[config.mk]
export PLATFORM = sky130hd
export DESIGN_NAME = proportional_power_budget_split_core
export DESIGN_NICKNAME = d
export VERILOG_FILES = /design/src/hw/rtl/ppbs_pkg.sv /design/src/hw/rtl/ppbs_div.sv /design/src/hw/rtl/ppbs_dp.sv /design/src/hw/rtl/ppbs_ctrl.sv /design/src/hw/rtl/proportional_power_budget_split_core.sv
export SDC_FILE = /design/constraint.sdc
export NUM_CORES = 1
export LEC_CHECK = 0
export BUFFER_PORTS_ARGS = -buffer_cell sky130_fd_sc_hd__buf_4
export CAP_MARGIN = 15
export CORE_UTILIZATION = 40
export CTS_CLUSTER_SIZE = 20
export DETAILED_ROUTE_END_ITERATION = 10
export PLACE_DENSITY = 0.64
export RECOVER_POWER = 100
export SETUP_SLACK_MARGIN = 0.5
export SLEW_MARGIN = 20
export SYNTH_ARGS = -nofsm -noshare
export SYNTH_HDL_FRONTEND = slang
export SYNTH_SLANG_ARGS = --single-unit
[constraint.sdc]
create_clock -name clk -period 4.6 [get_ports clk]
set_input_delay 0.46 -clock clk [delete_from_list [all_inputs] [get_ports clk]]
set_output_delay 0.46 -clock clk [all_outputs]
set_load 0.01 [all_outputs]
[src/hw/rtl/ppbs_pkg.sv]
// package for the proportional power budget split core
// field widths, reset constants, controller state type and command/status structs
// no dependencies
package ppbs_pkg;

  localparam int unsigned MAX_GPUS_DEF     = 8;
  localparam int unsigned BUDGET_W         = 16;
  localparam int unsigned UTIL_W           = 7;
  localparam int unsigned POWER_W          = 12;
  localparam int unsigned INDEX_W          = 3;
  localparam int unsigned PROD_W           = BUDGET_W + UTIL_W;
  localparam logic [POWER_W-1:0] IDLE_POWER_RESET = POWER_W'(30);

  typedef enum logic [2:0] {
    S_LOAD,
    S_IP_RD,
    S_IP_ACC,
    S_AL_RD,
    S_AL_MUL,
    S_AL_DIVST,
    S_AL_DIV,
    S_AL_OUT
  } state_t;

  typedef struct packed {
    logic load;
    logic rd;
    logic ip_step;
    logic idx_clr;
    logic idx_inc;
    logic mul;
    logic div_start;
    logic out_load;
    logic set_clr;
  } cmd_t;

  typedef struct packed {
    logic idx_last;
    logic rd_idle;
    logic div_busy;
    logic out_full;
  } stat_t;

endpackage

[src/hw/rtl/ppbs_div.sv]
// iterative restoring divider, one quotient bit per cycle
// no dependencies; widths come from the caller's parameters
module ppbs_div #(
  parameter int unsigned NUM_W = 23,
  parameter int unsigned DEN_W = 10
) (
  input  logic             clk,
  input  logic             rst_n,
  input  logic             start,
  input  logic [NUM_W-1:0] num,
  input  logic [DEN_W-1:0] den,
  output logic             busy,
  output logic [NUM_W-1:0] quot
);

  localparam int unsigned CNT_W = $clog2(NUM_W + 1);

  logic             busy_r, busy_nxt;
  logic [CNT_W-1:0] cnt_r, cnt_nxt;
  logic [NUM_W-1:0] q_r, q_nxt;
  logic [DEN_W-1:0] den_r, den_nxt;
  logic [DEN_W:0]   rem_r, rem_nxt;
  logic [DEN_W+1:0] rem_sh;
  logic [DEN_W+1:0] rem_diff;

  always_comb begin
    busy_nxt = busy_r;
    cnt_nxt  = cnt_r;
    q_nxt    = q_r;
    den_nxt  = den_r;
    rem_nxt  = rem_r;
    rem_sh   = {rem_r, q_r[NUM_W-1]};
    rem_diff = rem_sh - {2'b00, den_r};
    if (start) begin
      busy_nxt = 1'b1;
      cnt_nxt  = CNT_W'(NUM_W);
      q_nxt    = num;
      den_nxt  = den;
      rem_nxt  = '0;
    end else if (busy_r) begin
      if (!rem_diff[DEN_W+1]) begin
        rem_nxt = rem_diff[DEN_W:0];
        q_nxt   = {q_r[NUM_W-2:0], 1'b1};
      end else begin
        rem_nxt = rem_sh[DEN_W:0];
        q_nxt   = {q_r[NUM_W-2:0], 1'b0};
      end
      cnt_nxt = cnt_r - 1'b1;
      if (cnt_r == CNT_W'(1)) begin
        busy_nxt = 1'b0;
      end
    end
  end

  always_ff @(posedge clk) begin
    if (!rst_n) begin
      busy_r <= 1'b0;
      cnt_r  <= '0;
    end else begin
      busy_r <= busy_nxt;
      cnt_r  <= cnt_nxt;
    end
    q_r   <= q_nxt;
    den_r <= den_nxt;
    rem_r <= rem_nxt;
  end

  assign busy = busy_r;
  assign quot = q_r;

endmodule

[src/hw/rtl/ppbs_dp.sv]
// datapath: device stores, set counters, budget, multiplier, divider, clamp, output register
// depends on ppbs_pkg and ppbs_div
module ppbs_dp #(
  parameter int unsigned MAX_GPUS = ppbs_pkg::MAX_GPUS_DEF
) (
  input  logic                          clk,
  input  logic                          rst_n,
  input  ppbs_pkg::cmd_t                cmd,
  output ppbs_pkg::stat_t               stat,
  input  logic                          cfg_we,
  input  logic [ppbs_pkg::POWER_W-1:0]  cfg_idle_power,
  input  logic [ppbs_pkg::BUDGET_W-1:0] in_power_budget,
  input  logic [ppbs_pkg::UTIL_W-1:0]   in_utilization,
  input  logic [ppbs_pkg::POWER_W-1:0]  in_min_power,
  input  logic [ppbs_pkg::POWER_W-1:0]  in_max_power,
  output logic                          out_valid,
  input  logic                          out_ready,
  output logic [ppbs_pkg::INDEX_W-1:0]  out_device_index,
  output logic [ppbs_pkg::POWER_W-1:0]  out_alloc_power,
  output logic                          out_last_result
);

  import ppbs_pkg::*;

  localparam int unsigned CW = $clog2(MAX_GPUS + 1);
  localparam int unsigned IW = (MAX_GPUS > 1) ? $clog2(MAX_GPUS) : 1;
  localparam int unsigned TW = $clog2(MAX_GPUS * ((1 << UTIL_W) - 1) + 1);

  logic [UTIL_W-1:0]  util_mem [MAX_GPUS];
  logic [POWER_W-1:0] min_mem  [MAX_GPUS];
  logic [POWER_W-1:0] max_mem  [MAX_GPUS];

  logic [POWER_W-1:0]  idle_r;
  logic [CW-1:0]       cnt_r;
  logic [CW-1:0]       idx_r;
  logic [TW-1:0]       tot_r;
  logic [BUDGET_W-1:0] budget_r;
  logic [UTIL_W-1:0]   util_rd_r;
  logic [POWER_W-1:0]  min_rd_r;
  logic [POWER_W-1:0]  max_rd_r;
  logic [PROD_W-1:0]   prod_r;

  logic                out_valid_r;
  logic [INDEX_W-1:0]  out_idx_r;
  logic [POWER_W-1:0]  out_pow_r;
  logic                out_last_r;

  logic                div_busy;
  logic [PROD_W-1:0]   quot;
  logic [PROD_W-1:0]   clamp_hi;
  logic [POWER_W-1:0]  share;
  logic [POWER_W-1:0]  alloc;
  logic                idx_last;
  logic [CW+INDEX_W-1:0] idx_ext;

  assign idx_last = (CW'(idx_r + 1'b1) == cnt_r);
  assign idx_ext  = {{INDEX_W{1'b0}}, idx_r};

  // idle power register
  always_ff @(posedge clk) begin
    if (!rst_n) begin
      idle_r <= IDLE_POWER_RESET;
    end else if (cfg_we) begin
      idle_r <= cfg_idle_power;
    end
  end

  // device stores
  always_ff @(posedge clk) begin
    if (cmd.load && (cnt_r < CW'(MAX_GPUS))) begin
      util_mem[cnt_r[IW-1:0]] <= in_utilization;
      min_mem[cnt_r[IW-1:0]]  <= in_min_power;
      max_mem[cnt_r[IW-1:0]]  <= in_max_power;
    end
    if (cmd.rd) begin
      util_rd_r <= util_mem[idx_r[IW-1:0]];
      min_rd_r  <= min_mem[idx_r[IW-1:0]];
      max_rd_r  <= max_mem[idx_r[IW-1:0]];
    end
  end

  // set counters and budget
  always_ff @(posedge clk) begin
    if (!rst_n) begin
      cnt_r    <= '0;
      tot_r    <= '0;
      budget_r <= '0;
      idx_r    <= '0;
    end else begin
      if (cmd.load) begin
        if (cnt_r == '0) begin
          budget_r <= in_power_budget;
        end
        if (cnt_r < CW'(MAX_GPUS)) begin
          cnt_r <= cnt_r + 1'b1;
          tot_r <= tot_r + TW'(in_utilization);
        end
      end else if (cmd.set_clr) begin
        cnt_r    <= '0;
        tot_r    <= '0;
        budget_r <= '0;
      end else if (cmd.ip_step && (util_rd_r == '0)) begin
        if (budget_r > BUDGET_W'(idle_r)) begin
          budget_r <= budget_r - BUDGET_W'(idle_r);
        end else begin
          budget_r <= '0;
        end
      end
      if (cmd.idx_clr) begin
        idx_r <= '0;
      end else if (cmd.idx_inc) begin
        idx_r <= idx_r + 1'b1;
      end
    end
  end

  // share = budget * util / total
  always_ff @(posedge clk) begin
    if (cmd.mul) begin
      prod_r <= PROD_W'(budget_r) * PROD_W'(util_rd_r);
    end
  end

  ppbs_div #(
    .NUM_W (PROD_W),
    .DEN_W (TW)
  ) u_div (
    .clk   (clk),
    .rst_n (rst_n),
    .start (cmd.div_start),
    .num   (prod_r),
    .den   (tot_r),
    .busy  (div_busy),
    .quot  (quot)
  );

  // clamp to max, then min
  always_comb begin
    clamp_hi = quot;
    if (quot > PROD_W'(max_rd_r)) begin
      clamp_hi = PROD_W'(max_rd_r);
    end
    share = clamp_hi[POWER_W-1:0];
    if (clamp_hi < PROD_W'(min_rd_r)) begin
      share = min_rd_r;
    end
    alloc = (util_rd_r == '0) ? idle_r : share;
  end

  // output register
  always_ff @(posedge clk) begin
    if (!rst_n) begin
      out_valid_r <= 1'b0;
    end else if (cmd.out_load) begin
      out_valid_r <= 1'b1;
    end else if (out_ready) begin
      out_valid_r <= 1'b0;
    end
    if (cmd.out_load) begin
      out_idx_r  <= idx_ext[INDEX_W-1:0];
      out_pow_r  <= alloc;
      out_last_r <= idx_last;
    end
  end

  assign stat.idx_last = idx_last;
  assign stat.rd_idle  = (util_rd_r == '0);
  assign stat.div_busy = div_busy;
  assign stat.out_full = out_valid_r && !out_ready;

  assign out_valid        = out_valid_r;
  assign out_device_index = out_idx_r;
  assign out_alloc_power  = out_pow_r;
  assign out_last_result  = out_last_r;

endmodule

[src/hw/rtl/ppbs_ctrl.sv]
// controller state machine: load, idle reserve pass, per-device allocation
// depends on ppbs_pkg
module ppbs_ctrl (
  input  logic            clk,
  input  logic            rst_n,
  input  logic            in_valid,
  input  logic            in_last_device,
  output logic            in_ready,
  input  ppbs_pkg::stat_t stat,
  output ppbs_pkg::cmd_t  cmd
);

  import ppbs_pkg::*;

  state_t state_r, state_nxt;

  always_ff @(posedge clk) begin
    if (!rst_n) begin
      state_r <= S_LOAD;
    end else begin
      state_r <= state_nxt;
    end
  end

  always_comb begin
    state_nxt = state_r;
    cmd       = '0;
    in_ready  = 1'b0;
    unique case (state_r)
      S_LOAD: begin
        in_ready = 1'b1;
        if (in_valid) begin
          cmd.load = 1'b1;
          if (in_last_device) begin
            cmd.idx_clr = 1'b1;
            state_nxt   = S_IP_RD;
          end
        end
      end
      S_IP_RD: begin
        cmd.rd    = 1'b1;
        state_nxt = S_IP_ACC;
      end
      S_IP_ACC: begin
        cmd.ip_step = 1'b1;
        if (stat.idx_last) begin
          cmd.idx_clr = 1'b1;
          state_nxt   = S_AL_RD;
        end else begin
          cmd.idx_inc = 1'b1;
          state_nxt   = S_IP_RD;
        end
      end
      S_AL_RD: begin
        cmd.rd    = 1'b1;
        state_nxt = S_AL_MUL;
      end
      S_AL_MUL: begin
        if (stat.rd_idle) begin
          state_nxt = S_AL_OUT;
        end else begin
          cmd.mul   = 1'b1;
          state_nxt = S_AL_DIVST;
        end
      end
      S_AL_DIVST: begin
        cmd.div_start = 1'b1;
        state_nxt     = S_AL_DIV;
      end
      S_AL_DIV: begin
        if (!stat.div_busy) begin
          state_nxt = S_AL_OUT;
        end
      end
      S_AL_OUT: begin
        if (!stat.out_full) begin
          cmd.out_load = 1'b1;
          if (stat.idx_last) begin
            cmd.set_clr = 1'b1;
            state_nxt   = S_LOAD;
          end else begin
            cmd.idx_inc = 1'b1;
            state_nxt   = S_AL_RD;
          end
        end
      end
      default: begin
        state_nxt = S_LOAD;
      end
    endcase
  end

endmodule

[src/hw/rtl/proportional_power_budget_split_core.sv]
// Splits a power budget among up to MAX_GPUS devices. Non-last input transactions are taken
// back to back. On the last transaction of a set the block walks the stored devices twice: a
// reserve pass takes idle_power off the budget for each idle device, then an allocation pass
// emits one result per device in load order. An idle device is read and output directly; a
// busy one is also multiplied and divided by the shared restoring divider, which forms
// budget*util/total; a stalled output channel adds its wait. Input is held off during both
// passes, and the next set may load while the final result still waits in the output register.
// depends on ppbs_pkg, ppbs_ctrl, ppbs_dp
module proportional_power_budget_split_core #(
  parameter int unsigned MAX_GPUS = ppbs_pkg::MAX_GPUS_DEF
) (
  input  logic                          clk,
  input  logic                          rst_n,
  input  logic                          cfg_we,
  input  logic [ppbs_pkg::POWER_W-1:0]  cfg_idle_power,
  input  logic                          in_valid,
  output logic                          in_ready,
  input  logic [ppbs_pkg::BUDGET_W-1:0] in_power_budget,
  input  logic [ppbs_pkg::UTIL_W-1:0]   in_utilization,
  input  logic [ppbs_pkg::POWER_W-1:0]  in_min_power,
  input  logic [ppbs_pkg::POWER_W-1:0]  in_max_power,
  input  logic                          in_last_device,
  output logic                          out_valid,
  input  logic                          out_ready,
  output logic [ppbs_pkg::INDEX_W-1:0]  out_device_index,
  output logic [ppbs_pkg::POWER_W-1:0]  out_alloc_power,
  output logic                          out_last_result
);

  import ppbs_pkg::*;

  cmd_t  cmd;
  stat_t stat;

  ppbs_ctrl u_ctrl (
    .clk            (clk),
    .rst_n          (rst_n),
    .in_valid       (in_valid),
    .in_last_device (in_last_device),
    .in_ready       (in_ready),
    .stat           (stat),
    .cmd            (cmd)
  );

  ppbs_dp #(
    .MAX_GPUS (MAX_GPUS)
  ) u_dp (
    .clk              (clk),
    .rst_n            (rst_n),
    .cmd              (cmd),
    .stat             (stat),
    .cfg_we           (cfg_we),
    .cfg_idle_power   (cfg_idle_power),
    .in_power_budget  (in_power_budget),
    .in_utilization   (in_utilization),
    .in_min_power     (in_min_power),
    .in_max_power     (in_max_power),
    .out_valid        (out_valid),
    .out_ready        (out_ready),
    .out_device_index (out_device_index),
    .out_alloc_power  (out_alloc_power),
    .out_last_result  (out_last_result)
  );

endmodule
======== Yosys cells after proc, flatten, opt, wreduce, memory -nomap -nowiden ========
Memory sizes are Yosys's and may differ from the RTL's. A register that Yosys moved wholly into a read port is not among the register bits.
Cells that the tools add are included.
operators by class
  bitwise logic cells ..................... 1
  $add $sub $neg .......................... 6
  $lt $le $gt $ge ......................... 4
  multiply operators ...................... 1
  mux-type cells .......................... 52
  reduce and logical (&&, ||, !) cells .... 17
  eq/ne operators ......................... 15
operator list
  kind                   count
  $mux W16               5
  $mux W23               3
  $mux W10               3
  $mux W12               2
  $pmux W3 S8            1
  $gt A23 B12 Y1         1
  $lt A23 B12 Y1         1
  $mul A16 B7 Y23        1
  $mux W1                21
  $gt A16 B12 Y1         1
  $sub A16 B12 Y16       1
  $eq A3 B3 Y1 const B   4
  $mux W3                4
  $mux W4                3
  $ne A2 B2 Y1 const B   6
  $sub A12 B10 Y12       1
  $mux W11               1
  $add A10 B7 Y10        1
  $mux W2                5
  $mux W5                2
  $add A4 B1 Y4 const B  2
  $logic_not A7 Y1       1
  $eq A3 B2 Y1 const B   2
  $reduce_bool A2 Y1     3
  15 further kinds       21
storage, ports and cells
  memories ................................ 3
  register bits after elaboration ......... 139
  RAM bits ................................ 248
memories
  name           words  bits a word  read ports  clocked after memory_dff  write ports  line           RTL
  u_dp.max_mem   8      12           1           1                         1            ppbs_dp.sv:31  logic [POWER_W-1:0] max_mem [MAX_GPUS];
  u_dp.min_mem   8      12           1           1                         1            ppbs_dp.sv:30  logic [POWER_W-1:0] min_mem [MAX_GPUS];
  u_dp.util_mem  8      7            1           1                         1            ppbs_dp.sv:29  logic [UTIL_W-1:0] util_mem [MAX_GPUS];

======== Longest topological paths before layout ========
  depth after elaboration ................. 7
  gate-level depth with buffers ........... 20
  mapped depth without buffers ............ 19

======== Hierarchy ========
A second synthesis with hierarchy kept.
unflattened totals
  cells, all modules ...................... 1631
  area total of the unflattened synthesis .. 21923.5 um^2
by module, submodules not included
  module     area each (um^2)  seq. area each (um^2)  times used  cells each
  ppbs_dp    19098.3           10490.1                1           1380
  ppbs_div   2521.2            1331.3                 1           217
  ppbs_ctrl  304.0             60.1                   1           34

======== Least setup slack after synthesis ========
No wires, ideal clock.
  kind .................................... reg-to-reg
  start ................................... reg u_dp.util_rd_r[6], read port of u_dp.util_mem
  end ..................................... reg u_dp.prod_r[22], data pin
  data required time ...................... 4.340 ns
  stages on the path, launching flop included .. 19
  path slack .............................. -0.332 ns
  arrival time ............................ 4.672 ns
  setup time .............................. 0.260 ns
  clock period less this slack ............ 4.932 ns
  cell sequence ........................... edfxtp_1 > clkbuf_1 > and2_1 > fa_1 > fa_1 > fa_1 > inv_1 > fa_1 > inv_1 > ha_1 > o21a_1 > o21ai_0 > o31ai_1 > a211o_1 > a21oi_1 > o21ai_0 > nand4_1 > nand2_1 > xnor2_1
on the way
  word-level cells in the longest chain between the ends .. 1
ends and longest elaborated chain
  item                  line            RTL
  start, declared       ppbs_dp.sv:38   logic [UTIL_W-1:0] util_rd_r;
  $mul A16 B7 Y23       ppbs_dp.sv:120  prod_r <= PROD_W'(budget_r) * PROD_W'(util_rd_r);
  end signal, assigned  ppbs_dp.sv:120
  end, declared         ppbs_dp.sv:41   logic [PROD_W-1:0] prod_r;
Every way passes these cells.
A chain may end at the register's enable or synchronous reset.

======== Final worst setup path ========
  start ................................... reg u_dp.util_rd_r[1], read port of u_dp.util_mem
  end ..................................... reg u_dp.prod_r[18], data pin
Same word-level chain as after synthesis.

==> insert_results.sql <==
INSERT INTO impl_metrics (metric_group, metric, value, unit) VALUES
('run_status', 'status', 'finished, violations left', ''),
('run_status', 'violated_checks', 'DRC, capacitance limit, slew limit, setup timing', ''),
('cts', 'root_buffer_cell', 'sky130_fd_sc_hd__clkbuf_16', ''),
('worst_hold_path', 'hold_path_end', 'u_dp.idle_r[2]', ''),
('timing', 'max_slew_violations', '122', ''),
('timing', 'tightest_slew', '2020', 'ps'),
('worst_setup_path', 'timing.reg2reg.setup_slack', '-70', 'ps'),
('timing', 'worst_slack', '-72.8', 'ps'),
('worst_setup_path', 'r2r-start', 'u_dp.util_rd_r[1]', ''),
('power_and_ir_drop', 'power.combinational.fraction', '0.287', ''),
('die', 'die_width', '233', 'um'),
('drt', 'wirelength', '48100', 'um'),
('worst_setup_path', 'critPathRequiredTime', '4920', 'ps'),
('timing', 'fmax', '214', 'MHz'),
('cts', 'cts_hold_buf', '0', ''),
('drt', 'post_drt_via_cell_ratio', '5.27', ''),
('worst_setup_path', 'crit_chain', 'buf_6 -> buf_6 -> and2_4 -> fa_1 -> fa_1 -> fa_1 -> inv_2 -> fa_1 -> inv_2 -> ha_4 -> a21o_1 -> a21oi_4 -> o31ai_4 -> a211o_1 -> a21oi_2 -> buf_4 -> o21bai_1 -> xor2_1', ''),
('synthesis', 'synth_cells', '1615', ''),
('run', 'max_cap_violations', '3', ''),
('synthesis', 'netlist_top_cells_area', 'sky130_fd_sc_hd__edfxtp_1 49%, sky130_fd_sc_hd__fa_1 6.7%, sky130_fd_sc_hd__mux4_2 6.5%', ''),
('drt', 'dr_total_vias', '13200', ''),
('grt', 'first_global_vias', '13524', ''),
('synthesis', 'synth.ff_latch_count', '418', ''),
('synthesis', 'synthesis.yosys.warnings', '0', ''),
('placement', 'dpl_cell_area', '23400', 'um2'),
('worst_setup_path', 'endpoint_kind', 'flop', ''),
('power_and_ir_drop', 'p_int', '8.12', 'mW'),
('cells_and_area', 'final_layout_size_suffix_gt1_frac', '0.197', ''),
('worst_setup_path', 'worstReg2RegEnd', 'u_dp.prod_r[18]', ''),
('worst_setup_path', 'timing.critical_path.slowest_stage_cell', 'sky130_fd_sc_hd__fa_1', ''),
('drt', 'drt_iter0_drc', '927', ''),
('power_and_ir_drop', 'clock_power_share', '0.317', ''),
('power_and_ir_drop', 'seqPwrFrac', '0.395', ''),
('cells_and_area', 'finalInstanceArea', '25000', 'um2'),
('power_and_ir_drop', 'net-switching-power', '3.45', 'mW'),
('worst_hold_path', 'hold-path-cell-count', '3', ''),
('timing', 'timing.max_slew.rel_slack', '-0.347', ''),
('drt', 'route.detailed.drc', '4', ''),
('worst_setup_path', 'path_class', 'reg -> reg', ''),
('cts', 'cts_inserted_buffers', '45', ''),
('timing', 'timing.final.hold_violations', '0', ''),
('worst_setup_path', 'timing.critical_path.mode_cell', 'sky130_fd_sc_hd__fa_1', ''),
('timing', 'period_share', '1.02', ''),
('cts', 'htree_num_levels', '2', ''),
('drt', 'antenna_left', '0', ''),
('worst_setup_path', 'worstRegToRegCells', '18', ''),
('placement', 'placement.io_buffers', '82', ''),
('synthesis', 'synthFlopType', 'sky130_fd_sc_hd__edfxtp_1', ''),
('worst_setup_path', 'path_depth', '18', ''),
('grt', 'grt_first_pass_wirelength', '75400', 'um'),
('power_and_ir_drop', 'fraction_of_power_spent_switching_nets', '0.298', ''),
('cells_and_area', 'n_antenna_cell', '0', ''),
('timing', 'grt_setup_unrepaired', 'true', ''),
('cells_and_area', 'layout.core_utilization', '0.475', ''),
('power_and_ir_drop', 'cellPowerDensity', '462', 'nW/um2'),
('worst_setup_path', 'cp_slowest_stage_delay', '520', 'ps'),
('synthesis', 'post-synth-top-area-fraction', '0.492', ''),
('cts', 'cts-root-to-sink-buffers', '3', ''),
('worst_setup_path', 'setup.worst_path.start_class', 'flop', ''),
('die', 'rows', '84', ''),
('die', 'coreArea', '52800', 'um2'),
('worst_hold_path', 'min_path_type', 'in -> reg', ''),
('synthesis', 'netlist.top_cell.by_area', 'sky130_fd_sc_hd__edfxtp_1', ''),
('die', 'initial_cell_density_of_the_core', '0.406', ''),
('synthesis', 'postSynth.asyncResetShare', '0', ''),
('worst_setup_path', 'crit_arrival', '5000', 'ps'),
('cts', 'tritoncts', 'yes', ''),
('timing', 'report.final.setup_viol', '4', ''),
('power_and_ir_drop', 'p_leak', '9.59', 'nW'),
('die', 'dieHeight', '233', 'um'),
('worst_setup_path', 'critical_path.top_delay_family', 'adder cells', '');
## synth_stat cells, drive strengths merged, types with 29 or more instances
library cell	number
a21oi	81
edfxtp	351
fa	72
nand3	31
dfxtp	67
mux4	62
o21ai	46
ha	98
inv	142
mux2i	29
xnor2	29
clkbuf	45
mux2	42
and2	68
nor2	77
nand2	161
## state kept, by name (all words and copies together), names as in the netlist, 3 cells and up
register               flops
u_dp.max_rd_r             12
u_dp.out_alloc_power      12
u_dp.u_div.cnt_r           5
u_dp.util_rd_r             7
u_dp.util_mem             56
u_dp.u_div.rem_r          11
u_dp.cnt_r                 4
u_ctrl.state_r             3
u_dp.max_mem              96
u_dp.min_rd_r             12
u_dp.prod_r               23
u_dp.u_div.quot           23
u_dp.tot_r                10
u_dp.min_mem              96
u_dp.out_device_index      3
u_dp.idx_r                 4
u_dp.budget_r             16
u_dp.u_div.den_r          10
u_dp.idle_r               12
## power groups by stage
stage               Sequential (mW)  Combinational [mW]  Clock [mW]
floorplan                      4.59                2.29           0
global placement               4.63                3.05           0
detailed placement             4.65                3.13           0
CTS                            4.57                3.32        3.75
global route                   4.60                3.72        3.89
finish                         4.57                3.33        3.67
## stage by stage
stage	hold slack, ps	power, mW	cells	setup WS (ps)	setup TNS, ps
4_1_cts	77.9	11.6	2496	-36.5	-107
6_report	122	11.6	2503	-72.8	-167
3_3_place_gp	445	7.68	2399	-52.0	-105
3_5_place_dp	458	7.77	2399	-108	-357
5_1_grt	90.1	12.2	2503	-211	-2410
2_1_floorplan	403	6.88	1615	61.6	0
## worst min-delay path: cells and delay by family
kind	cells	cell delay [ps]
buffers and inverters	1	80
AOI/OAI and AO/OA	1	70
and+or+nand+nor	1	50
## kinds of logic after synthesis
| logic type | synth area share |
|---|---|
| flip-flops | 0.555 |
| AND/OR/NAND/NOR | 0.0916 |
| AO/OA/AOI/OAI | 0.0704 |
| buffers and inverters | 0.0383 |
| adder cells (fa/ha/maj) | 0.125 |
| multiplexers | 0.101 |
| XOR/XNOR | 0.0196 |
## worst max path at each step
stage                 startpoint              end  slack [ps]
3_3_place_gp   u_dp.util_rd_r[3]  u_dp.prod_r[22]         -50
6_report       u_dp.util_rd_r[1]  u_dp.prod_r[18]         -70
2_1_floorplan  u_dp.util_rd_r[6]  u_dp.prod_r[22]          60
5_1_grt        u_dp.util_rd_r[1]  u_dp.prod_r[22]        -210
4_1_cts        u_dp.util_rd_r[1]  u_dp.prod_r[18]         -40
3_5_place_dp   u_dp.util_rd_r[3]  u_dp.prod_r[20]        -110
## cells in the final DEF (no fill, tap or decap), types with 11 or more instances in the layout
master / instances
sky130_fd_sc_hd__a21o_1: 17
sky130_fd_sc_hd__a21oi_1: 71
sky130_fd_sc_hd__and2_1: 53
sky130_fd_sc_hd__and2_4: 13
sky130_fd_sc_hd__buf_4: 100
sky130_fd_sc_hd__buf_6: 12
sky130_fd_sc_hd__clkbuf_1: 73
sky130_fd_sc_hd__clkbuf_16: 46
sky130_fd_sc_hd__dfxtp_1: 66
sky130_fd_sc_hd__edfxtp_1: 351
sky130_fd_sc_hd__fa_1: 71
sky130_fd_sc_hd__ha_1: 84
sky130_fd_sc_hd__ha_4: 12
sky130_fd_sc_hd__inv_1: 133
sky130_fd_sc_hd__mux2_1: 14
sky130_fd_sc_hd__mux2_2: 25
sky130_fd_sc_hd__mux2i_1: 25
sky130_fd_sc_hd__mux4_2: 62
sky130_fd_sc_hd__nand2_1: 159
sky130_fd_sc_hd__nand2b_1: 11
sky130_fd_sc_hd__nand3_1: 30
sky130_fd_sc_hd__nor2_1: 68
sky130_fd_sc_hd__nor2b_1: 12
sky130_fd_sc_hd__nor3_1: 16
sky130_fd_sc_hd__o211ai_1: 11
sky130_fd_sc_hd__o21ai_0: 38
sky130_fd_sc_hd__xnor2_1: 29
sky130_fd_sc_hd__xor2_1: 18
## per-layer routing
metal  track usage  up-vias  part of all wire
met1         0.235     6661              0.44
li1              -     6183                 -
met3        0.0302       84             0.042
met2         0.305      270              0.49
met4        0.0576        2             0.030
met5             0        -           0.00027
## final cells by class
class	count	area, um2
Clock buffer	56	1190
Clock inverter	25	304
Multi-Input combinational cell	992	9110
Inverter	142	533
Sequential cell	418	11900
Fill cell	4703	27700
Tap cell	688	861
Timing Repair Buffer	182	1160
## timing repair
action | 4_1_cts | 5_1_grt
buffers inserted | 15 | 7
gates resized for setup | 43 | 39
cloned | 1 | 0
setup endpoints to repair | 24 | 26
pin swaps | 49 | 28
(Power assumes the default switching activity.)
